$ cat config.mk
export PLATFORM = sky130hd
export DESIGN_NAME = lzc_cell
export DESIGN_NICKNAME = d
export VERILOG_FILES = /design/src/rtl/lzc_pkg.sv /design/src/rtl/lzc_cell.sv
export SDC_FILE = /design/constraint.sdc
export NUM_CORES = 1
export LEC_CHECK = 0
export BUFFER_PORTS_ARGS = -buffer_cell sky130_fd_sc_hd__buf_2
export CAP_MARGIN = 10
export CORE_UTILIZATION = 44
export DETAILED_ROUTE_END_ITERATION = 10
export GPL_TIMING_DRIVEN = 0
export PLACE_DENSITY = 0.82
export SLEW_MARGIN = 40
export SYNTH_ARGS = -nofsm -noshare
export SYNTH_HDL_FRONTEND = slang
export SYNTH_SLANG_ARGS = --single-unit
$ cat constraint.sdc
create_clock -name i_clk -period 2.9 [get_ports i_clk]
set_input_delay 0.145 -clock i_clk [delete_from_list [all_inputs] [get_ports i_clk]]
set_output_delay 0.145 -clock i_clk [all_outputs]
set_load 0.01 [all_outputs]
$ cat src/rtl/lzc_pkg.sv
// Shared constants and types of the greedy LZ77 byte compressor.
package lzc_pkg;

    localparam int LZC_WINDOW_DEF    = 255;
    localparam int LZC_MAX_MATCH_DEF = 15;
    localparam int LZC_MIN_MATCH_DEF = 3;

    // Width of a byte and of a match distance.
    localparam int LZC_BYTE_W = 8;
    localparam int LZC_DIST_W = 8;
    localparam int LZC_LEN_OUT_W = 4;

    // Group size of the two-level farthest-match search.
    localparam int LZC_GROUP   = 16;
    localparam int LZC_GROUP_W = 4;

    // Control broadcast to every cell of the history chain.
    typedef struct packed {
        logic push;    // shift one byte into the history
        logic clear;   // forget the whole history
        logic load;    // copy history to scan chain, arm cells with history
        logic commit;  // accept this scan step and shift the scan chain
    } t_cell_ctl;

endpackage

$ cat src/rtl/lzc_cell.sv
// One history cell: a stored byte, a scan byte and a match flag for one distance.
module lzc_cell
    import lzc_pkg::*;
(
    input  logic                  i_clk,
    input  logic                  i_rst_n,
    input  t_cell_ctl             i_ctl,
    input  logic [LZC_BYTE_W-1:0] i_hist_prev,
    input  logic                  i_hist_vld_prev,
    input  logic [LZC_BYTE_W-1:0] i_scan_prev,
    input  logic                  i_scan_vld_prev,
    input  logic [LZC_BYTE_W-1:0] i_look,
    output logic [LZC_BYTE_W-1:0] o_hist,
    output logic                  o_hist_vld,
    output logic [LZC_BYTE_W-1:0] o_scan,
    output logic                  o_scan_vld,
    output logic                  o_alive,
    output logic                  o_hit
);

    logic [LZC_BYTE_W-1:0] r_hist;
    logic                  r_hist_vld;
    logic [LZC_BYTE_W-1:0] r_scan;
    logic                  r_scan_vld;
    logic                  r_alive;

    // The cell still matches if it was matching, its scan byte is real
    // history and that byte equals the lookahead byte of this step.
    assign o_hit = r_alive && r_scan_vld && (r_scan == i_look);

    always_ff @(posedge i_clk) begin
        if (!i_rst_n) begin
            r_hist_vld <= 1'b0;
            r_scan_vld <= 1'b0;
            r_alive    <= 1'b0;
        end else begin
            if (i_ctl.clear) begin
                r_hist_vld <= 1'b0;
            end else if (i_ctl.push) begin
                r_hist     <= i_hist_prev;
                r_hist_vld <= i_hist_vld_prev;
            end
            if (i_ctl.load) begin
                r_scan     <= r_hist;
                r_scan_vld <= r_hist_vld;
                r_alive    <= r_hist_vld;
            end else if (i_ctl.commit) begin
                r_scan     <= i_scan_prev;
                r_scan_vld <= i_scan_vld_prev;
                r_alive    <= o_hit;
            end
        end
    end

    assign o_hist     = r_hist;
    assign o_hist_vld = r_hist_vld;
    assign o_scan     = r_scan;
    assign o_scan_vld = r_scan_vld;
    assign o_alive    = r_alive;

endmodule

==> impl_metrics.py, run 1 <==
metrics = {
    "die": {
        "ios": 52,
        "die_h_um": 45.5,
        "start_util": 0.476,
        "num_rows": 15,
        "dieArea_um2": 2070,
        "core-area_um2": 1750,
        "die_w_um": 45.5,
    },
    "timing": {
        "slew_violations": 0,
        "timing.final.hold_violations": 0,
        "setup_viol": 0,
        "finClkSkew_ns": 0.000538,
        "max-slew-margin-rel": 0.783,
        "hold_ws_ns": 0.0201,
        "post-route-period-util": 0.571,
        "tightest_slew_ns": 0.326,
        "finalSetupTns_ns": 0,
        "max_freq_mhz": 604,
        "post-route-min-period_ns": 1.66,
        "rsz0062_at_grt": "no",
    },
    "clock_tree": {
        "cts_made_buffers": 3,
        "clk-insertion-delay-late_ns": 0.28,
        "clock_path_buffers": 2,
        "post_cts_resized": 0,
        "root_buffer": "clkbuf_4",
        "cts_tree": "built",
        "post_cts_buffers": 0,
        "htreeDepth": 1,
        "clk_pin_slew_ns": 0.09,
        "cts.sinks": 19,
        "cts_hold_buf": 0,
    },
    "global_route": {
        "overflow": 0,
        "first_global_vias": 524,
        "grt_pass1_wl_um": 2180,
        "grt_usage": 0.156,
        "antenna_found_initial": 0,
        "grt_max_degree": 11,
    },
    "job": {
        "cap_violations": 0,
    },
    "drt": {
        "vias_per_cell": 4.57,
        "dr.first_iter.drc_count": 10,
        "totalWireLength_um": 1460,
        "ant_nets": 0,
        "drcViolationCount": 0,
        "wl_per_cell_um": 11.2,
        "firstDrtPassIters": 4,
        "vias": 599,
    },
    "yosys": {
        "yosys_warnings": 0,
        "syn_inst": 51,
        "yosysUniqueCellTypes": 19,
        "synth_area_um2": 831,
        "synth_compound_area_frac": 0.0392,
        "synth-main-ff-cell": "edfxtp_1",
        "ys_ff_latch": 19,
        "synthArstFlopShare": 0,
        "yosysTopAreaCell": "edfxtp_1",
        "yosys.area_share.simple": 0.0768,
        "synth_seq_area_share": 0.651,
        "synth_edf_count": 16,
        "ys_top_cells_by_count": "edfxtp_1 (16), mux2_2 (9), xnor2_1 (7)",
        "synth_fa_ha_area_frac": 0,
        "synth.area.top_cells": "edfxtp_1 (58%), mux2_2 (12%), xnor2_1 (7.4%)",
        "synthXorXnorAreaFrac": 0.0934,
        "synth_top_family_by_area": "multiplexers",
        "syn_avg_cell_area_um2": 16.3,
        "synth.area.mux_share": 0.134,
        "synth.top_cell.area_share": 0.578,
        "yosysMostFrequentCell": "edfxtp_1",
        "syn_nets": 83,
    },
    "worst_setup_path": {
        "worstRegToRegCells": 4,
        "cp.required_ns": 2.76,
        "path_class": "reg -> out",
        "cp_max_fo": 2,
        "worstSetupEndpointType": "output pin",
        "startpoint_type": "flip-flop",
        "arrival_ns": 1.51,
    },
    "power_and_ir_drop": {
        "combPwrFrac": 0.149,
        "p_switching_w": 0.000112,
        "vdd_drop_max_mv": 0.300,
        "p_int_w": 0.000409,
        "pwr-share-clk": 0.237,
        "pwr-share-seq": 0.614,
        "leakagePower_nw": 0.502,
        "power_density_nw_per_um2": 455,
        "switching_share": 0.214,
    },
    "cells_and_area": {
        "fillerInstances": 146,
        "antenna_cells": 0,
        "num-nets-final": 139,
        "layout-drive-gt1-share": 0.623,
        "area_growth_pct": 37.7,
    },
    "placement": {
        "gp_congestion": 0.778,
        "io_buffer_count": 51,
        "hpwl_um": 1190,
    },
    "min_path": {
        "hold_path_class": "in -> reg",
        "hold_depth": 2,
    },
    "run_status": {
        "status": "finished clean",
    },
}
[critical path, stage by stage (launching register included)]
cell and delay, ns:
edfxtp_1 0.41, xnor2_1 0.16, nand4_1 0.14, nor4_2 0.33
buf_2 0.18
[stage by stage]
step,total power (W),util,std cells,setup WS (ns),instance area (µm²)
CTS,0.000526,0.655,131,1.20,1140
floorplan,0.000364,-,51,1.52,831
global placement,0.000402,0.640,127,1.52,1120
global route,0.000548,0.655,131,1.05,1140
detailed placement,0.000404,0.640,127,1.53,1120
finish,0.000521,0.655,131,1.24,1140
[worst paths after layout]
check / from / to / slack, ns
min: i_ctl[2] / o_hist_vld / 0.02
max: o_scan[3] / o_hit / 1.24
min reg2reg: o_hist_vld / o_hist_vld / 0.57
max reg2reg: o_scan[3] / o_alive / 1.61
[layer usage]
layer  track usage  wire length, µm  vias to the layer above
met3        0.0556              114                        2
met5             0                0                        -
met4        0.0909               17                        0
met2         0.254              740                       24
li1              -                -                      302
met1         0.176              589                      271
[cell families after synthesis]
logic type      Yosys count
flops                    19
mux                      10
buf+inv                   1
simple gates              9
xor+xnor                  8
compound gates            4
[layout make-up]
class,count,area (µm²),area share
tap,25,31.3,0.0274
multi-input combinational,31,285,0.249
sequential,19,541,0.473
clock buffer,4,26.3,0.0230
timing repair buffer,51,255,0.223
buffer,1,5.00,0.00438
[flip-flops by register name, indices dropped and copies added (netlist names)]
name	cells
o_scan_vld	1
o_hist_vld	1
o_alive	1
o_scan	8
o_hist	8
[placed cells by master (no fill, tap or decap), drive strengths merged, types with 2 or more instances in the layout]
cell type and instances:
buf 52, edfxtp 16, mux2 9, xnor2 7, clkbuf 4, dfxtp 3
nor3b 2
[power groups by stage]
stage / clock, W / combinational, W / sequential [W]
finish: 0.000123 / 0.0000775 / 0.000320
global route: 0.000141 / 0.0000846 / 0.000322
CTS: 0.000127 / 0.0000786 / 0.000320
detailed placement: 0 / 0.0000779 / 0.000326
global placement: 0 / 0.0000762 / 0.000326
floorplan: 0 / 0.0000311 / 0.000333
Note: power is estimated with default switching activity, not from simulation.
==> run 2: changes to the inputs <==
--- a/config.mk
+++ b/config.mk
@@ -7,10 +7,10 @@
 export LEC_CHECK = 0
 export BUFFER_PORTS_ARGS = -buffer_cell sky130_fd_sc_hd__buf_2
 export CAP_MARGIN = 10
-export CORE_UTILIZATION = 44
+export CORE_UTILIZATION = 37
 export DETAILED_ROUTE_END_ITERATION = 10
 export GPL_TIMING_DRIVEN = 0
-export PLACE_DENSITY = 0.82
+export PLACE_DENSITY = 0.74
 export SLEW_MARGIN = 40
 export SYNTH_ARGS = -nofsm -noshare
 export SYNTH_HDL_FRONTEND = slang
==> constraint.sdc (replaced) <==
create_clock -name i_clk -period 1.5 [get_ports i_clk]
set_input_delay 0.075 -clock i_clk [delete_from_list [all_inputs] [get_ports i_clk]]
set_output_delay 0.075 -clock i_clk [all_outputs]
set_load 0.01 [all_outputs]
==> run 2 against run 1 <==
  * The run now ends with setup timing left
  * First-iteration DRC count shrank 50%
  * Via count increased by 7.2%
  * Register-to-register slack got worse by 1.4 ns
  * Wire length up 18%
  * Clock skew grew 0.0010 ns
  * Core utilization fell by 4.2 points
  * Die area grew 18%
  * Worst hold slack gained 0.035 ns
  * Sequential share of layout area shrank 4.1 points
  * Global-route usage is 0.34 points higher
  * Critical path type unchanged
  * Largest cell class unchanged
==> impl_metrics.py, run 2 (synthesis results as in run 1) <==
metrics = {
    "run_status": {
        "status": "complete, but fails checks",
        "violations": "setup timing",
    },
    "worst_setup_path": {
        "arrival_ns": 1.45,
        "startpoint_type": "flip-flop",
        "path_class": "reg -> out",
        "r2r-end": "o_alive",
        "r2r_start": "o_scan[0]",
        "rrSetupSlack_ns": 0.18,
        "cp.required_ns": 1.42,
        "worstSetupEndpointType": "output pin",
        "worstRegToRegCells": 5,
        "cp_max_fo": 2,
    },
    "timing": {
        "post-route-period-util": 1.02,
        "hold_ws_ns": 0.0552,
        "timing.final.hold_violations": 0,
        "slew_violations": 0,
        "setup_viol": 1,
        "tightest_slew_ns": 0.336,
        "finClkSkew_ns": 0.00157,
        "rsz0062_at_grt": "yes",
        "post-route-min-period_ns": 1.53,
        "max-slew-margin-rel": 0.776,
        "max_freq_mhz": 654,
        "final.setup.worst_slack_ns": -0.0289,
        "finalSetupTns_ns": -0.0289,
    },
    "power_and_ir_drop": {
        "switching_share": 0.224,
        "p_switching_w": 0.000233,
        "finalPower_w": 0.00104,
        "p_int_w": 0.000808,
        "leakagePower_nw": 0.551,
        "pwr-share-seq": 0.595,
        "pwr-share-clk": 0.240,
        "power_density_nw_per_um2": 832,
        "combPwrFrac": 0.165,
        "vdd_drop_max_mv": 0.722,
    },
    "cells_and_area": {
        "final_common_cell": "buf_2",
        "instances_no_fill": 143,
        "antenna_cells": 0,
        "area_growth_pct": 50.6,
        "layout-drive-gt1-share": 0.586,
        "final_cell_mix": "buf_2 (52), edfxtp_1 (16), mux2_2 (9), dlygate4sd3_1 (9), xnor2_1 (6)",
        "num-nets-final": 149,
    },
    "drt": {
        "vias": 642,
        "drcViolationCount": 0,
        "wl_per_cell_um": 12.0,
        "dr.first_iter.drc_count": 5,
        "vias_per_cell": 4.49,
        "firstDrtPassIters": 4,
        "totalWireLength_um": 1720,
        "ant_nets": 0,
    },
    "min_path": {
        "holdPathEnd": "o_scan_vld",
        "hold_path_startpoint": "i_rst_n",
        "hold_path_class": "in -> reg",
        "hold_depth": 2,
    },
    "global_route": {
        "grt_pass1_wl_um": 2850,
        "grt_usage": 0.160,
        "overflow": 0,
        "grt_max_degree": 11,
        "first_global_vias": 669,
        "antenna_found_initial": 0,
    },
    "placement": {
        "gp_congestion": 0.690,
        "io_buffer_count": 51,
        "dp.cells": 129,
        "hpwl_um": 1320,
    },
    "clock_tree": {
        "cts_made_buffers": 3,
        "clk_pin_slew_ns": 0.10,
        "clk-insertion-delay-late_ns": 0.29,
        "cts_tree": "built",
        "root_buffer": "clkbuf_4",
        "clock_path_buffers": 2,
        "cts.sinks": 19,
        "htreeDepth": 1,
    },
    "die": {
        "num_rows": 16,
        "start_util": 0.407,
        "ios": 52,
        "die_h_um": 49.4,
        "core-area_um2": 2040,
        "dieArea_um2": 2440,
        "die_w_um": 49.4,
    },
    "job": {
        "cap_violations": 0,
    },
}
run 2: changes by cell type in the layout (fill, tap and decap cells not counted):
cell,change
xnor2_1,-1
dlygate4sd3_1,+9
xnor2_2,+1
buf_4,+1
run 2: critical path, stage by stage (launching register included):
cell	delay [ns]
edfxtp_1	0.44
xnor2_2	0.14
nand4_1	0.14
nor4_2	0.26
buf_2	0.18
run 2: final cells by class:
type | count | area [µm²]
buffer | 1 | 5.00
clock buffer | 4 | 26.3
fill | 182 | 791
multi-input combinational | 31 | 293
sequential | 19 | 541
tap | 27 | 33.8
timing repair buffer | 61 | 353
run 2: power by group through the flow:
| stage | Clock [W] | Sequential [W] | Combinational (W) |
|---|---|---|---|
| 3_5_place_dp | 0 | 0.000631 | 0.000152 |
| 2_1_floorplan | 0 | 0.000643 | 0.0000601 |
| 4_1_cts | 0.000259 | 0.000619 | 0.000170 |
| 6_report | 0.000250 | 0.000619 | 0.000172 |
| 5_1_grt | 0.000280 | 0.000624 | 0.000187 |
| 3_3_place_gp | 0 | 0.000630 | 0.000148 |
run 2: worst max path at each step:
stage	from	cells after the start	endpoint
CTS	o_scan[5]	4	o_hit
detailed placement	o_scan[2]	4	o_hit
global route	o_scan[5]	4	o_hit
global placement	o_scan[5]	4	o_hit
finish	o_scan[0]	4	o_hit
floorplan	o_scan[2]	4	o_alive
run 2: per-stage QoR:
| stage | util | worst slack [ns] | area [µm²] |
|---|---|---|---|
| floorplan | - | 0.122 | 831 |
| global placement | 0.548 | 0.201 | 1120 |
| detailed placement | 0.548 | 0.181 | 1120 |
| CTS | 0.609 | -0.0709 | 1240 |
| global route | 0.613 | -0.201 | 1250 |
| finish | 0.613 | -0.0289 | 1250 |
run 2: metal layers:
layer	vias to the layer above	wire, µm	track usage
met5	-	0	0
met4	0	39	0.105
met3	4	65	0.0312
met2	23	909	0.285
met1	289	703	0.168
li1	326	-	-
run 2: what timing repair did:
item                                    CTS  global route
setup buffers                             1             1
endpoints found under the setup margin    1             2
hold endpoints to repair                  9             0
pin swaps                                 2             1
gates resized for setup                   0             1
hold buffers                              9             0
==> run 3: changes to the inputs <==
--- a/config.mk
+++ b/config.mk
@@ -7,7 +7,9 @@
 export LEC_CHECK = 0
 export BUFFER_PORTS_ARGS = -buffer_cell sky130_fd_sc_hd__buf_2
 export CAP_MARGIN = 10
-export CORE_UTILIZATION = 37
+export CELL_PAD_IN_SITES_DETAIL_PLACEMENT = 2
+export CELL_PAD_IN_SITES_GLOBAL_PLACEMENT = 2
+export CORE_UTILIZATION = 23
 export DETAILED_ROUTE_END_ITERATION = 10
 export GPL_TIMING_DRIVEN = 0
 export PLACE_DENSITY = 0.74
@@ -15,3 +17,4 @@
 export SYNTH_ARGS = -nofsm -noshare
 export SYNTH_HDL_FRONTEND = slang
 export SYNTH_SLANG_ARGS = --single-unit
+export TNS_END_PERCENT = 10
==> run 3 against run 2 <==
  * The flow still finishes with violations (setup timing)
  * Combinational power barely moved
  * Via count is 6.4% higher
  * Fmax down 0.35%
  * Register-to-register slack worse by 0.02 ns
  * Sequential power barely moved
  * Sequential share of layout area down 0.55 points
  * Largest power group unchanged
  * Worst hold slack improved by 0.0096 ns
  * Clock-buffer cell count unchanged
  * Non-clock buffer count did not move
  * Clock power hardly changed
  * Total power is 0.52% higher
==> impl_metrics.py, run 3 (synthesis results as in run 1) <==
metrics = {
    "timing": {
        "slew_violations": 0,
        "max_freq_mhz": 652,
        "finalSetupTns_ns": -0.0342,
        "tightest_slew_ns": 0.360,
        "final.setup.worst_slack_ns": -0.0342,
        "timing.final.hold_violations": 0,
        "finClkSkew_ns": 0.00213,
        "max-slew-margin-rel": 0.760,
        "rsz0062_at_grt": "yes",
        "post-route-period-util": 1.02,
        "setup_viol": 1,
        "post-route-min-period_ns": 1.53,
    },
    "die": {
        "die_w_um": 62.1,
        "die_h_um": 62.1,
        "ios": 52,
        "num_rows": 21,
        "core-area_um2": 3390,
        "start_util": 0.245,
        "dieArea_um2": 3860,
    },
    "drt": {
        "vias": 683,
        "firstDrtPassIters": 2,
        "wl_per_cell_um": 13.8,
        "drcViolationCount": 0,
        "ant_nets": 0,
        "vias_per_cell": 4.22,
        "totalWireLength_um": 2240,
        "dr.first_iter.drc_count": 5,
    },
    "placement": {
        "placed_area_um2": 1140,
        "hpwl_um": 1690,
        "gp_congestion": 0.679,
        "io_buffer_count": 51,
        "place_ws_ns": 0.142,
    },
    "worst_setup_path": {
        "worstSetupEndpointType": "output pin",
        "worstRegToRegCells": 5,
        "startpoint_type": "flip-flop",
        "path_class": "reg -> out",
        "arrival_ns": 1.46,
        "cp.required_ns": 1.42,
        "cp_max_fo": 2,
    },
    "cells_and_area": {
        "antenna_cells": 0,
        "final_area_um2": 1270,
        "area_growth_pct": 52.6,
        "fillerInstances": 352,
        "layout-drive-gt1-share": 0.578,
        "num-nets-final": 149,
        "final_common_cell": "buf_2",
        "final_cell_mix": "buf_2 (52), edfxtp_1 (16), mux2_2 (9), dlygate4sd3_1 (9), xnor2_1 (7)",
    },
    "global_route": {
        "first_global_vias": 756,
        "grt_usage": 0.124,
        "overflow": 0,
        "antenna_found_initial": 0,
        "grt_max_degree": 11,
        "grt_pass1_wl_um": 3680,
    },
    "job": {
        "cap_violations": 0,
    },
    "clock_tree": {
        "cts_made_buffers": 3,
        "post_cts_resized": 0,
        "clk-insertion-delay-late_ns": 0.29,
        "root_buffer": "clkbuf_4",
        "clk_pin_slew_ns": 0.10,
        "htreeDepth": 1,
        "clock_path_buffers": 2,
        "cts.sinks": 19,
        "cts_tree": "built",
    },
    "power_and_ir_drop": {
        "vdd_drop_max_mv": 0.600,
        "power_density_nw_per_um2": 826,
        "leakagePower_nw": 0.545,
    },
    "min_path": {
        "hold_depth": 2,
        "hold_path_class": "in -> reg",
    },
    "run_status": {
        "violations": "setup timing",
        "status": "complete, but fails checks",
    },
}
-- run 3: cell counts in the layout (fill, tap and decap cells not counted) --
Identical to the previous run, type by type.
-- run 3: final cells by class --
| type | count | area, µm² | share of cell area |
|---|---|---|---|
| Sequential cell | 19 | 541 | 0.426 |
| Timing Repair Buffer | 61 | 353 | 0.278 |
| Multi-Input combinational cell | 31 | 285 | 0.225 |
| Tap cell | 46 | 57.6 | 0.0454 |
| Clock buffer | 4 | 26.3 | 0.0207 |
| Buffer | 1 | 5.00 | 0.00395 |
-- run 3: power by group --
group	internal [W]	switching [W]	total [W]
clock network	0.000103	0.000148	0.000252
registers	0.000604	0.0000164	0.000620
logic	0.0000994	0.0000752	0.000175
-- run 3: per-stage QoR --
stage	std cells	hold WS [ns]	total power (W)	util
6_report	162	0.0649	0.00105	0.374
5_1_grt	162	0.0604	0.00110	0.374
4_1_cts	162	0.0637	0.00106	0.374
3_5_place_dp	148	0.253	0.000790	0.337
3_3_place_gp	148	0.250	0.000784	0.337
2_1_floorplan	51	0.151	0.000703	-
-- run 3: worst max-delay path, stage by stage, from the launching register on --
cell      delay (ns)
edfxtp_1        0.44
xnor2_1         0.17
nand3_1         0.11
nor4_2          0.27
buf_2           0.19
-- run 3: repair_timing --
| item | in CTS | in global routing |
|---|---|---|
| buffers inserted | 1 | 0 |
| pin swaps | 1 | 1 |
| endpoints found under the setup margin | 1 | 2 |
| hold buffers | 9 | 0 |
| endpoints found under the hold margin | 9 | 0 |
-- run 3: layer usage --
layer / vias to the layer above / GRT usage / wire (µm)
met5: - / 0 / 0
met2: 29 / 0.220 / 1210
met1: 327 / 0.141 / 876
met4: 0 / 0.0436 / 16
met3: 2 / 0.0349 / 136
li1: 325 / - / -
-- run 3: worst paths after layout --
kind,from,slack (ns),to
min,i_rst_n,0.06,o_scan_vld
min reg2reg,o_hist_vld,0.57,o_hist_vld
max,o_scan[4],-0.03,o_hit
max reg2reg,o_scan[4],0.16,o_alive
