File: src/rtl/lzc_pkg.sv
// Shared constants and types of the greedy LZ77 byte compressor.
package lzc_pkg;

    localparam int LZC_WINDOW_DEF    = 255;
    localparam int LZC_MAX_MATCH_DEF = 15;
    localparam int LZC_MIN_MATCH_DEF = 3;

    // Width of a byte and of a match distance.
    localparam int LZC_BYTE_W = 8;
    localparam int LZC_DIST_W = 8;
    localparam int LZC_LEN_OUT_W = 4;

    // Group size of the two-level farthest-match search.
    localparam int LZC_GROUP   = 16;
    localparam int LZC_GROUP_W = 4;

    // Control broadcast to every cell of the history chain.
    typedef struct packed {
        logic push;    // shift one byte into the history
        logic clear;   // forget the whole history
        logic load;    // copy history to scan chain, arm cells with history
        logic commit;  // accept this scan step and shift the scan chain
    } t_cell_ctl;

endpackage

File: src/rtl/lzc_find.sv
// Two-stage registered search for the farthest matching cell.
module lzc_find
    import lzc_pkg::*;
#(
    parameter int WINDOW_SIZE = LZC_WINDOW_DEF
) (
    input  logic                  i_clk,
    input  logic [WINDOW_SIZE-1:0] i_vec,
    output logic [LZC_DIST_W-1:0] o_dist
);

    localparam int NGRP = (WINDOW_SIZE + LZC_GROUP - 1) / LZC_GROUP;

    logic [NGRP*LZC_GROUP-1:0] w_pad;
    logic [NGRP-1:0]           r_grp_any;
    logic [LZC_GROUP_W-1:0]    r_grp_idx [NGRP];
    logic [NGRP-1:0]           n_grp_any;
    logic [LZC_GROUP_W-1:0]    n_grp_idx [NGRP];
    logic [LZC_DIST_W-1:0]     n_dist;

    assign w_pad = (NGRP*LZC_GROUP)'(i_vec);

    // First stage: the highest set bit inside each group.
    always_comb begin
        for (int g = 0; g < NGRP; g++) begin
            n_grp_any[g] = 1'b0;
            n_grp_idx[g] = '0;
            for (int b = 0; b < LZC_GROUP; b++) begin
                if (w_pad[g*LZC_GROUP + b]) begin
                    n_grp_any[g] = 1'b1;
                    n_grp_idx[g] = LZC_GROUP_W'(b);
                end
            end
        end
    end

    // Second stage: the highest group that holds a set bit.
    always_comb begin
        n_dist = '0;
        for (int g = 0; g < NGRP; g++) begin
            if (r_grp_any[g]) begin
                n_dist = LZC_DIST_W'(g*LZC_GROUP) + LZC_DIST_W'(r_grp_idx[g])
                         + LZC_DIST_W'(1);
            end
        end
    end

    always_ff @(posedge i_clk) begin
        r_grp_any <= n_grp_any;
        r_grp_idx <= n_grp_idx;
        o_dist    <= n_dist;
    end

endmodule

File: config.mk
export PLATFORM = sky130hd
export DESIGN_NAME = lzc_find
export DESIGN_NICKNAME = d
export VERILOG_FILES = /design/src/rtl/lzc_pkg.sv /design/src/rtl/lzc_find.sv
export SDC_FILE = /design/constraint.sdc
export NUM_CORES = 1
export LEC_CHECK = 0
export ABC_AREA = 1
export BUFFER_PORTS_ARGS = -buffer_cell sky130_fd_sc_hd__buf_2
export CORE_MARGIN = 2
export CORE_UTILIZATION = 30
export DETAILED_ROUTE_END_ITERATION = 10
export HOLD_SLACK_MARGIN = 0.08
export PLACE_DENSITY = 0.64
export SYNTH_ARGS = -nofsm -noshare
export SYNTH_HDL_FRONTEND = slang
export SYNTH_SLANG_ARGS = --single-unit
File: constraint.sdc
create_clock -name i_clk -period 2.9 [get_ports i_clk]
set_input_delay 0.58 -clock i_clk [delete_from_list [all_inputs] [get_ports i_clk]]
set_output_delay 0.58 -clock i_clk [all_outputs]
set_load 0.005 [all_outputs]
==> impl_metrics.py, run 1 <==
metrics = {
    "global_routing": {
        "overflow": 0,
        "grt_pass1_wl_um": 25900,
        "grtUsageTotal": 0.153,
        "antenna_found_initial": 0,
        "grt_max_degree": 17,
        "grt_pass1_vias": 6206,
    },
    "final_layout": {
        "fillers": 2104,
        "drive_gt1_frac": 0.251,
        "area_growth_pct": 33.4,
        "final_common_cell": "buf_2",
        "layout_common_cells": "263 x buf_2, 225 x nand2_1, 174 x nor2_1",
        "n_antenna_cell": 0,
        "nets": 1508,
    },
    "setup_path": {
        "worst-setup-path-type": "reg -> reg",
        "worstPathRequired_ps": 3120,
        "regToRegSetupSlack_ps": 1020,
        "r2r-start": "r_grp_idx[56]",
        "arrival_ps": 2100,
        "r2r.worst_path.cells": 20,
        "cp_max_fo": 4,
        "regToRegEndpoint": "o_dist[4]",
        "critPathLaunchType": "flip-flop",
        "endpoint_kind": "flip-flop",
    },
    "yosys": {
        "synth_seq_cells": 88,
        "yosys.area_share.xor_xnor": 0.0195,
        "syn_nets": 1239,
        "syn_inst": 966,
        "synthArstFlopShare": 0,
        "yosys_warnings": 0,
        "syn_avg_cell_area_sq_um": 6.05,
        "synth_top_area_share": 0.301,
        "synth_cell_types": 35,
        "synth-seq-area-share": 0.301,
        "synthAdderAreaFrac": 0.0364,
        "synth_top_flop_cell": "dfxtp_1",
        "yosysTopAreaCell": "dfxtp_1",
        "synth_compound_area_frac": 0.164,
        "synthMuxAreaShare": 0,
        "synth_top_family_by_area": "simple AND/OR/NAND/NOR gates",
        "synth-simple-area-share": 0.380,
        "syn-cell-area_sq_um": 5840,
        "synth.area.top_cells": "dfxtp_1 30%, nand2_1 14%, nor2_1 11%",
        "synth_edf_count": 0,
    },
    "detailed_routing": {
        "wirelength_um": 15700,
        "firstDrtPassIters": 7,
        "vias_per_cell": 4.49,
        "drt_iter0_drc": 231,
        "ant_nets": 0,
        "vias": 6752,
        "drc": 0,
        "routedWlPerCell_um": 10.5,
    },
    "cts": {
        "cts_tree": "yes",
        "clk_path_buf_depth": 2,
        "post_cts_buffers": 0,
        "clkTransAtPathRegs_ps": 60,
        "insertion_delay_ps": 330,
        "cts_sinks": 88,
        "htreeDepth": 3,
        "numCtsBuffers": 9,
        "hold_buffers": 0,
        "root_buffer": "clkbuf_16",
        "cts_resized": 0,
    },
    "run_status": {
        "outcome": "completed",
    },
    "min_path": {
        "hold_end": "r_grp_idx[0]",
        "hp-start": "i_vec[254]",
        "whs_path_depth": 2,
        "worstHoldPathType": "in -> reg",
    },
    "die": {
        "die_height_um": 144,
        "die_w_um": 144,
        "pin_count": 264,
        "fp.dieArea_sq_um": 20600,
        "rows": 51,
        "coreArea_sq_um": 19300,
        "initial_core_util": 0.303,
    },
    "timing": {
        "timing.fmax_mhz": 533,
        "hold_viol": 0,
        "fin_crit_sh": 0.647,
        "rsz0062_at_grt": "no",
        "setup_viol": 0,
        "fin_tns_setup_ps": 0,
        "max-slew-margin-rel": 0.716,
        "skew_ps": 5.14,
        "min_period_ps": 1880,
        "slew_violations": 0,
        "tightest_slew_ps": 422,
    },
    "placement": {
        "routabilityCongestion": 0.888,
        "dp_hpwl_um": 13600,
        "portBuffers": 263,
    },
    "run": {
        "maxCapViolations": 0,
    },
    "power": {
        "p_leak_nw": 4.13,
        "total_power_mw": 3.11,
        "p_per_area_nw_per_um2": 399,
        "vdd_ir_drop_max_mv": 0.276,
    },
}
area by class of cell:
class / instances / area (sq um) / share of cell area
sequential: 88 / 1760 / 0.226
multi-input combinational: 726 / 3510 / 0.450
clock buffer: 9 / 225 / 0.0289
clock inverter: 7 / 103 / 0.0132
inverter: 147 / 552 / 0.0708
tap: 265 / 332 / 0.0425
timing repair buffer: 263 / 1320 / 0.169
Yosys cell counts (all sizes together) (3+ instances only):
cell    number
o21bai      19
nand3       47
o21ai       49
xor2        11
nand4       23
dfxtp       88
nand2      226
nor4         9
nor3        34
a31oi        3
a41oi        3
inv        145
clkbuf       3
or2         17
o31ai       17
a21oi       64
ha          17
o22ai        4
nor2       175
per-stage QoR:
step / worst slack (ps) / util / hold WS, ps / cell area (sq um) / std cells
6_report: 1020 / 0.405 / 422 / 7800 / 1505
3_5_place_dp: 1060 / 0.388 / 508 / 7470 / 1489
3_3_place_gp: 1050 / 0.388 / 512 / 7470 / 1489
2_1_floorplan: 1290 / - / 477 / 5840 / 966
5_1_grt: 701 / 0.405 / 419 / 7800 / 1505
4_1_cts: 1030 / 0.405 / 412 / 7800 / 1505
metal layers:
metal	global-route usage	part of all wire	vias up	routed length, um
met1	0.187	0.45	2896	7010
met3	0.0227	0.048	17	758
met2	0.275	0.49	164	7750
met5	0	0	-	0
met4	0.0490	0.015	0	229
li1	-	-	3675	-
logic make-up after synthesis:
logic type | after synthesis
AO/OA/AOI/OAI | 165
XOR/XNOR | 13
adder cells (fa/ha/maj) | 17
buffers and inverters | 152
flip-flops | 88
AND/OR/NAND/NOR | 531
registers in the layout (all words and copies together) (netlist names):
signal / count
r_grp_idx: 64
o_dist: 8
r_grp_any: 16
worst max path at each step:
stage	from	end	depth (start not counted)
after CTS	r_grp_idx[56]	o_dist[4]	20
after detailed placement	r_grp_idx[56]	o_dist[4]	20
after global placement	r_grp_any[1]	o_dist[0]	15
after global routing	r_grp_idx[56]	o_dist[4]	20
final	r_grp_idx[56]	o_dist[4]	20
after floorplan	r_grp_idx[56]	o_dist[4]	20
critical path: stages (launching register included):
cell and delay (ps):
dfxtp_1 380, ha_1 190, nand2_1 70, o21ai_0 160
o21ai_1 90, nand2_1 60, nand3_1 70, nand2_1 60
nand3_1 60, nand2_1 60, nand2_1 60, nand2_1 70
nand2_1 40, nand2_1 60, nand2_1 50, nand2_1 50
nand2_1 40, nand2_1 50, nand2_1 50, nand2_1 50
nand2_1 50
where the power goes:
part | leakage (nW) | switching (mW) | internal, mW
Sequential | 0.725 | 0.0330 | 1.26
Combinational | 3.24 | 0.291 | 0.283
Clock | 0.162 | 0.483 | 0.765
Total | 4.13 | 0.806 | 2.30
No activity file was read; power rests on OpenSTA's default activity.
==> inputs of run 2 (changes only) <==
--- a/config.mk
+++ b/config.mk
@@ -5,13 +5,13 @@
 export SDC_FILE = /design/constraint.sdc
 export NUM_CORES = 1
 export LEC_CHECK = 0
-export ABC_AREA = 1
+export ABC_AREA = 0
 export BUFFER_PORTS_ARGS = -buffer_cell sky130_fd_sc_hd__buf_2
 export CORE_MARGIN = 2
 export CORE_UTILIZATION = 30
 export DETAILED_ROUTE_END_ITERATION = 10
 export HOLD_SLACK_MARGIN = 0.08
-export PLACE_DENSITY = 0.64
+export PLACE_DENSITY = 0.67
 export SYNTH_ARGS = -nofsm -noshare
 export SYNTH_HDL_FRONTEND = slang
 export SYNTH_SLANG_ARGS = --single-unit
==> constraint.sdc (replaced) <==
create_clock -name i_clk -period 1.55 [get_ports i_clk]
set_input_delay 0.31 -clock i_clk [delete_from_list [all_inputs] [get_ports i_clk]]
set_output_delay 0.31 -clock i_clk [all_outputs]
set_load 0.005 [all_outputs]
==> impl_metrics.py, run 2 <==
metrics = {
    "timing": {
        "min_period_ps": 1680,
        "fin_crit_sh": 1.08,
        "setup_viol": 3,
        "fin_tns_setup_ps": -260,
        "max-slew-margin-rel": 0.727,
        "rsz0062_at_grt": "yes",
        "timing.fmax_mhz": 596,
        "layout_setup_ws_ps": -127,
        "tightest_slew_ps": 406,
        "hold_viol": 0,
        "slew_violations": 0,
        "skew_ps": 7.80,
    },
    "yosys": {
        "synthAdderAreaFrac": 0.0381,
        "synth-simple-area-share": 0.287,
        "syn_avg_cell_area_sq_um": 7.57,
        "synthArstFlopShare": 0,
        "syn_nets": 1010,
        "syn_inst": 737,
        "yosys.area_share.xor_xnor": 0.0486,
        "synthMuxAreaShare": 0,
        "synth_edf_count": 0,
        "synth_top_area_share": 0.316,
        "yosys_warnings": 0,
        "synth_top_flop_cell": "dfxtp_1",
        "syn-cell-area_sq_um": 5580,
        "synth_cell_types": 60,
        "synth_seq_cells": 88,
        "synth.most_common_cell": "dfxtp_1",
        "synth.area.top_cells": "dfxtp_1 32%, a21oi_1 5.8%, nor4_1 5.3%",
        "synth_top_family_by_area": "simple AND/OR/NAND/NOR gates",
        "synthTopCellsByCount": "88 x dfxtp_1, 77 x nor2_1, 72 x inv_1",
        "yosysTopAreaCell": "dfxtp_1",
        "synth-seq-area-share": 0.316,
        "synth_compound_area_frac": 0.244,
    },
    "die": {
        "initial_core_util": 0.309,
        "coreArea_sq_um": 18100,
        "pin_count": 264,
        "rows": 49,
        "fp.dieArea_sq_um": 19700,
        "die_height_um": 140,
        "die_w_um": 140,
    },
    "power": {
        "p_comb_frac": 0.207,
        "p_leak_nw": 3.63,
        "p_sw_mw": 1.51,
        "intPower_mw": 4.24,
        "total_power_mw": 5.75,
        "p_per_area_nw_per_um2": 724,
        "p_sw_frac": 0.262,
        "pwr-share-clk": 0.373,
        "vdd_ir_drop_max_mv": 0.497,
        "p_seq_frac": 0.420,
    },
    "final_layout": {
        "drive_gt1_frac": 0.349,
        "fillers": 1825,
        "multi_input_area_sq_um": 3580,
        "largest_register_ffs": 64,
        "final_common_cell": "buf_2",
        "ff_latch_area_sq_um": 1780,
        "top_regs": "r_grp_idx (64), r_grp_any (16), o_dist (8)",
        "area_growth_pct": 42.2,
        "n_antenna_cell": 0,
        "layout_common_cells": "263 x buf_2, 77 x nor2_1, 75 x dfxtp_1",
        "fin_cells": 1284,
        "top_register": "r_grp_idx",
        "design_area_sq_um": 7940,
        "nets": 1324,
    },
    "setup_path": {
        "slowest_delay_ps": 380,
        "cp_max_fo": 2,
        "worst-setup-path-type": "reg -> reg",
        "cp_top_family": "compound AO/OA/AOI/OAI gates",
        "path_cells": "ha_4 > a221oi_2 > o22ai_1 > a2111oi_1 > or4b_1 > a21oi_2",
        "arrival_ps": 1900,
        "crit_buf_inv": 0,
        "worstPathRequired_ps": 1780,
        "endpoint_kind": "flip-flop",
        "cpMaxStageDelayCell": "a2111oi_1",
        "critPathLaunchType": "flip-flop",
    },
    "global_routing": {
        "overflow": 0,
        "grt_use_met2": 0.297,
        "globalRoute.busiestLayer": "met2",
        "grt_max_degree": 15,
        "grt_util_met3": 0.0253,
        "grt_use_met1": 0.208,
        "antenna_found_initial": 0,
        "grtUsageTotal": 0.167,
        "grt_pass1_vias": 6320,
        "grt_pass1_wl_um": 27600,
    },
    "detailed_routing": {
        "ant_nets": 0,
        "vias_per_cell": 5.02,
        "vias": 6445,
        "firstDrtPassIters": 4,
        "wirelength_um": 17100,
        "drc": 0,
        "drt_iter0_drc": 217,
        "routedWlPerCell_um": 13.3,
    },
    "run": {
        "maxCapViolations": 0,
    },
    "cts": {
        "htreeDepth": 3,
        "clk_path_buf_depth": 2,
        "numCtsBuffers": 9,
        "insertion_delay_ps": 340,
        "root_buffer": "clkbuf_16",
        "cts_tree": "yes",
        "cts_sinks": 88,
        "clkTransAtPathRegs_ps": 60,
    },
    "placement": {
        "place_ws_ps": -229,
        "routabilityCongestion": 0.873,
        "dp_hpwl_um": 14400,
        "placed_area_sq_um": 7470,
        "placed_cells": 1266,
        "portBuffers": 263,
    },
    "run_status": {
        "outcome": "finished, violations left",
        "violations": "setup timing",
    },
    "min_path": {
        "worstHoldPathType": "in -> reg",
    },
}
## run 2: area by class of cell
cell class / count / area share
Clock inverter: 5 / 0.00725
Tap cell: 229 / 0.0361
Clock buffer: 10 / 0.0301
Inverter: 73 / 0.0345
Timing Repair Buffer: 317 / 0.217
Multi-Input combinational cell: 562 / 0.451
Sequential cell: 88 / 0.224
## run 2: power by group through the flow
stage          Clock, mW  Sequential [mW]  Combinational (mW)
2_1_floorplan          0             2.45               0.500
3_3_place_gp           0             2.45                1.14
3_5_place_dp           0             2.45                1.15
4_1_cts             2.20             2.41                1.18
5_1_grt             2.30             2.43                1.35
6_report            2.14             2.42                1.19
## run 2: timing repair
| item | in CTS | in global routing |
|---|---|---|
| endpoints found under the setup margin | 5 | 6 |
| setup buffers | 1 | 2 |
| gates resized for setup | 12 | 23 |
| pin swaps | 8 | 13 |
| hold buffers | 0 | 0 |
## run 2: path summary, 6_finish.rpt
kind | startpoint | slack [ps] | cells after the start | endpoint
setup / recovery | r_grp_idx[57] | -130 | 6 | o_dist[1]
setup reg to reg | r_grp_idx[57] | -130 | 6 | o_dist[1]
hold / removal | i_vec[191] | 180 | 3 | r_grp_idx[17]
hold reg to reg | r_grp_idx[25] | 570 | 2 | o_dist[5]
## run 2: cell families after synthesis
kind of cell             count (synthesis)
adder cells (fa/ha/maj)                 17
AND/OR/NAND/NOR                        315
buffers and inverters                   87
flip-flops                              88
AO/OA/AOI/OAI                          199
XOR/XNOR                                31
## run 2: worst min-delay path, delay by kind of cell
family	cells	cell delay, ps
buf+inv	1	100
simple gates	2	80
## run 2: through the flow
| stage | hold WS [ps] | utilization |
|---|---|---|
| 2_1_floorplan | 396 | - |
| 3_3_place_gp | 527 | 0.413 |
| 3_5_place_dp | 528 | 0.413 |
| 4_1_cts | 173 | 0.433 |
| 5_1_grt | 189 | 0.439 |
| 6_report | 182 | 0.439 |
## run 2: metal layers
layer  up-vias  share of wire
met3        16          0.054
met1      2879           0.44
met4         0          0.017
met2       183           0.49
met5         -              0
li1       3367              -
==> inputs of run 3 (changes only) <==
--- a/config.mk
+++ b/config.mk
@@ -7,6 +7,7 @@
 export LEC_CHECK = 0
 export ABC_AREA = 0
 export BUFFER_PORTS_ARGS = -buffer_cell sky130_fd_sc_hd__buf_2
+export CORE_ASPECT_RATIO = 0.75
 export CORE_MARGIN = 2
 export CORE_UTILIZATION = 30
 export DETAILED_ROUTE_END_ITERATION = 10
==> impl_metrics.py, run 3 (same netlist as run 2, synthesis figures left out) <==
metrics = {
    "final_layout": {
        "area_growth_pct": 44.0,
        "largest_register_ffs": 64,
        "fin_cells": 1305,
        "layout_common_cells": "263 x buf_2, 77 x nor2_1, 76 x dfxtp_1",
        "final_common_cell": "buf_2",
        "drive_gt1_frac": 0.351,
        "fin_util": 0.438,
        "top_regs": "r_grp_idx (64), r_grp_any (16), o_dist (8)",
        "fillers": 1859,
        "nets": 1325,
        "top_register": "r_grp_idx",
    },
    "setup_path": {
        "path_cells": "ha_4 > xor2_1 > a221oi_2 > a221oi_2 > o31a_1 > o21ai_2 > a221oi_2",
        "cp_max_fo": 2,
        "crit_top_cell": "a221oi_2",
        "crit_buf_inv": 0,
        "worst-setup-path-type": "reg -> reg",
        "cpMaxStageDelayCell": "a221oi_2",
        "slowest_delay_ps": 360,
        "r2r.worst_path.cells": 7,
        "endpoint_kind": "flip-flop",
        "cp.depth": 7,
        "worstPathRequired_ps": 1770,
        "arrival_ps": 1890,
        "cp_top_family": "compound AO/OA/AOI/OAI gates",
        "critPathLaunchType": "flip-flop",
    },
    "global_routing": {
        "antenna_found_initial": 1,
        "grt_pass1_wl_um": 27800,
        "grt_max_degree": 16,
        "overflow": 0,
        "grt_pass1_vias": 6023,
        "grtUsageTotal": 0.174,
    },
    "detailed_routing": {
        "firstDrtPassIters": 5,
        "drt_iter0_drc": 285,
        "wirelength_um": 17700,
        "vias_per_cell": 4.99,
        "routedWlPerCell_um": 13.5,
        "drc": 0,
        "met1_length_um": 8410,
        "vias": 6509,
        "ant_nets": 0,
        "top_layer_used": "met4",
        "dr_wl_met2_um": 8000,
        "met3_length_um": 994,
    },
    "cts": {
        "htreeDepth": 3,
        "clk_path_buf_depth": 2,
        "cts_tree": "yes",
        "numCtsBuffers": 9,
        "cts_sinks": 88,
        "clkTransAtPathRegs_ps": 70,
        "root_buffer": "clkbuf_16",
        "hold_buffers": 0,
        "insertion_delay_ps": 350,
    },
    "timing": {
        "max-slew-margin-rel": 0.659,
        "skew_ps": 8.23,
        "rsz0062_at_grt": "yes",
        "layout_setup_ws_ps": -123,
        "min_period_ps": 1670,
        "hold_viol": 0,
        "slew_violations": 0,
        "fin_crit_sh": 1.08,
        "setup_viol": 3,
        "tightest_slew_ps": 507,
        "timing.fmax_mhz": 598,
    },
    "die": {
        "pin_count": 264,
        "rows": 43,
        "coreArea_sq_um": 18300,
        "fp.dieArea_sq_um": 19700,
        "initial_core_util": 0.304,
        "die_w_um": 162,
        "die_height_um": 122,
    },
    "placement": {
        "dp_hpwl_um": 14600,
        "portBuffers": 263,
        "routabilityCongestion": 0.909,
        "place_ws_ps": -202,
        "placed_cells": 1286,
    },
    "power": {
        "p_per_area_nw_per_um2": 744,
        "p_leak_nw": 3.64,
        "vdd_ir_drop_max_mv": 0.543,
    },
    "min_path": {
        "worstHoldPathType": "in -> reg",
        "whs_path_depth": 3,
    },
    "run_status": {
        "violations": "setup timing",
        "outcome": "finished, violations left",
    },
    "run": {
        "maxCapViolations": 0,
    },
}
==> run 3: cell count changes in the layout (fill, tap and decap cells not counted), moves of 2 or more <==
cell,change
a2111oi_1,-2
a2111oi_2,+2
dfxtp_2,-2
inv_6,+2
nand3_1,+2
nand3_2,-2
==> run 3: area by class of cell <==
| class | count | area [sq um] | area share |
|---|---|---|---|
| Timing Repair Buffer | 318 | 1730 | 0.216 |
| Clock inverter | 6 | 91.3 | 0.0114 |
| Clock buffer | 10 | 229 | 0.0285 |
| Sequential cell | 88 | 1780 | 0.221 |
| Multi-Input combinational cell | 562 | 3620 | 0.450 |
| Antenna cell | 1 | 2.50 | 0.000311 |
| Inverter | 73 | 274 | 0.0341 |
| Tap cell | 247 | 309 | 0.0385 |
==> run 3: per-stage QoR <==
step / TNS [ps] / power, mW / area (sq um) / hold slack (ps)
4_1_cts: -230 / 6.00 / 7940 / 154
3_5_place_dp: -511 / 3.61 / 7510 / 523
6_report: -269 / 5.98 / 8040 / 167
5_1_grt: -679 / 6.28 / 8040 / 166
3_3_place_gp: -315 / 3.59 / 7510 / 530
2_1_floorplan: 0 / 2.95 / 5580 / 396
==> run 3: worst register-to-register path: cells and delay by family, from the launching register on <==
kind,cells,cell delay (ps)
adder cells (fa/ha/maj),1,160
AO/OA/AOI/OAI,5,910
flip-flops,1,340
XOR/XNOR,1,140
==> run 3: path summary, 6_finish.rpt <==
kind,from,end,slack (ps)
max,r_grp_idx[56],o_dist[2],-120
min,i_vec[79],r_grp_idx[45],170
max reg2reg,r_grp_idx[56],o_dist[2],-120
min reg2reg,r_grp_any[15],o_dist[2],620
==> run 3: metal layers <==
layer  GRT usage  vias up
li1            -     3366
met2       0.296      215
met4      0.0463        0
met3      0.0323       23
met5           0        -
met1       0.227     2905
==> run 3: timing repair <==
action                     in CTS  in global routing
pin swaps                      13                 16
buffers inserted                2                  0
setup endpoints to repair       5                  7
gates resized for setup        21                 22
==> run 3: report_power, final <==
group          switching, mW  internal (mW)
registers             0.0697           2.35
logic                  0.597          0.616
clock network          0.918           1.42
total                   1.59           4.39
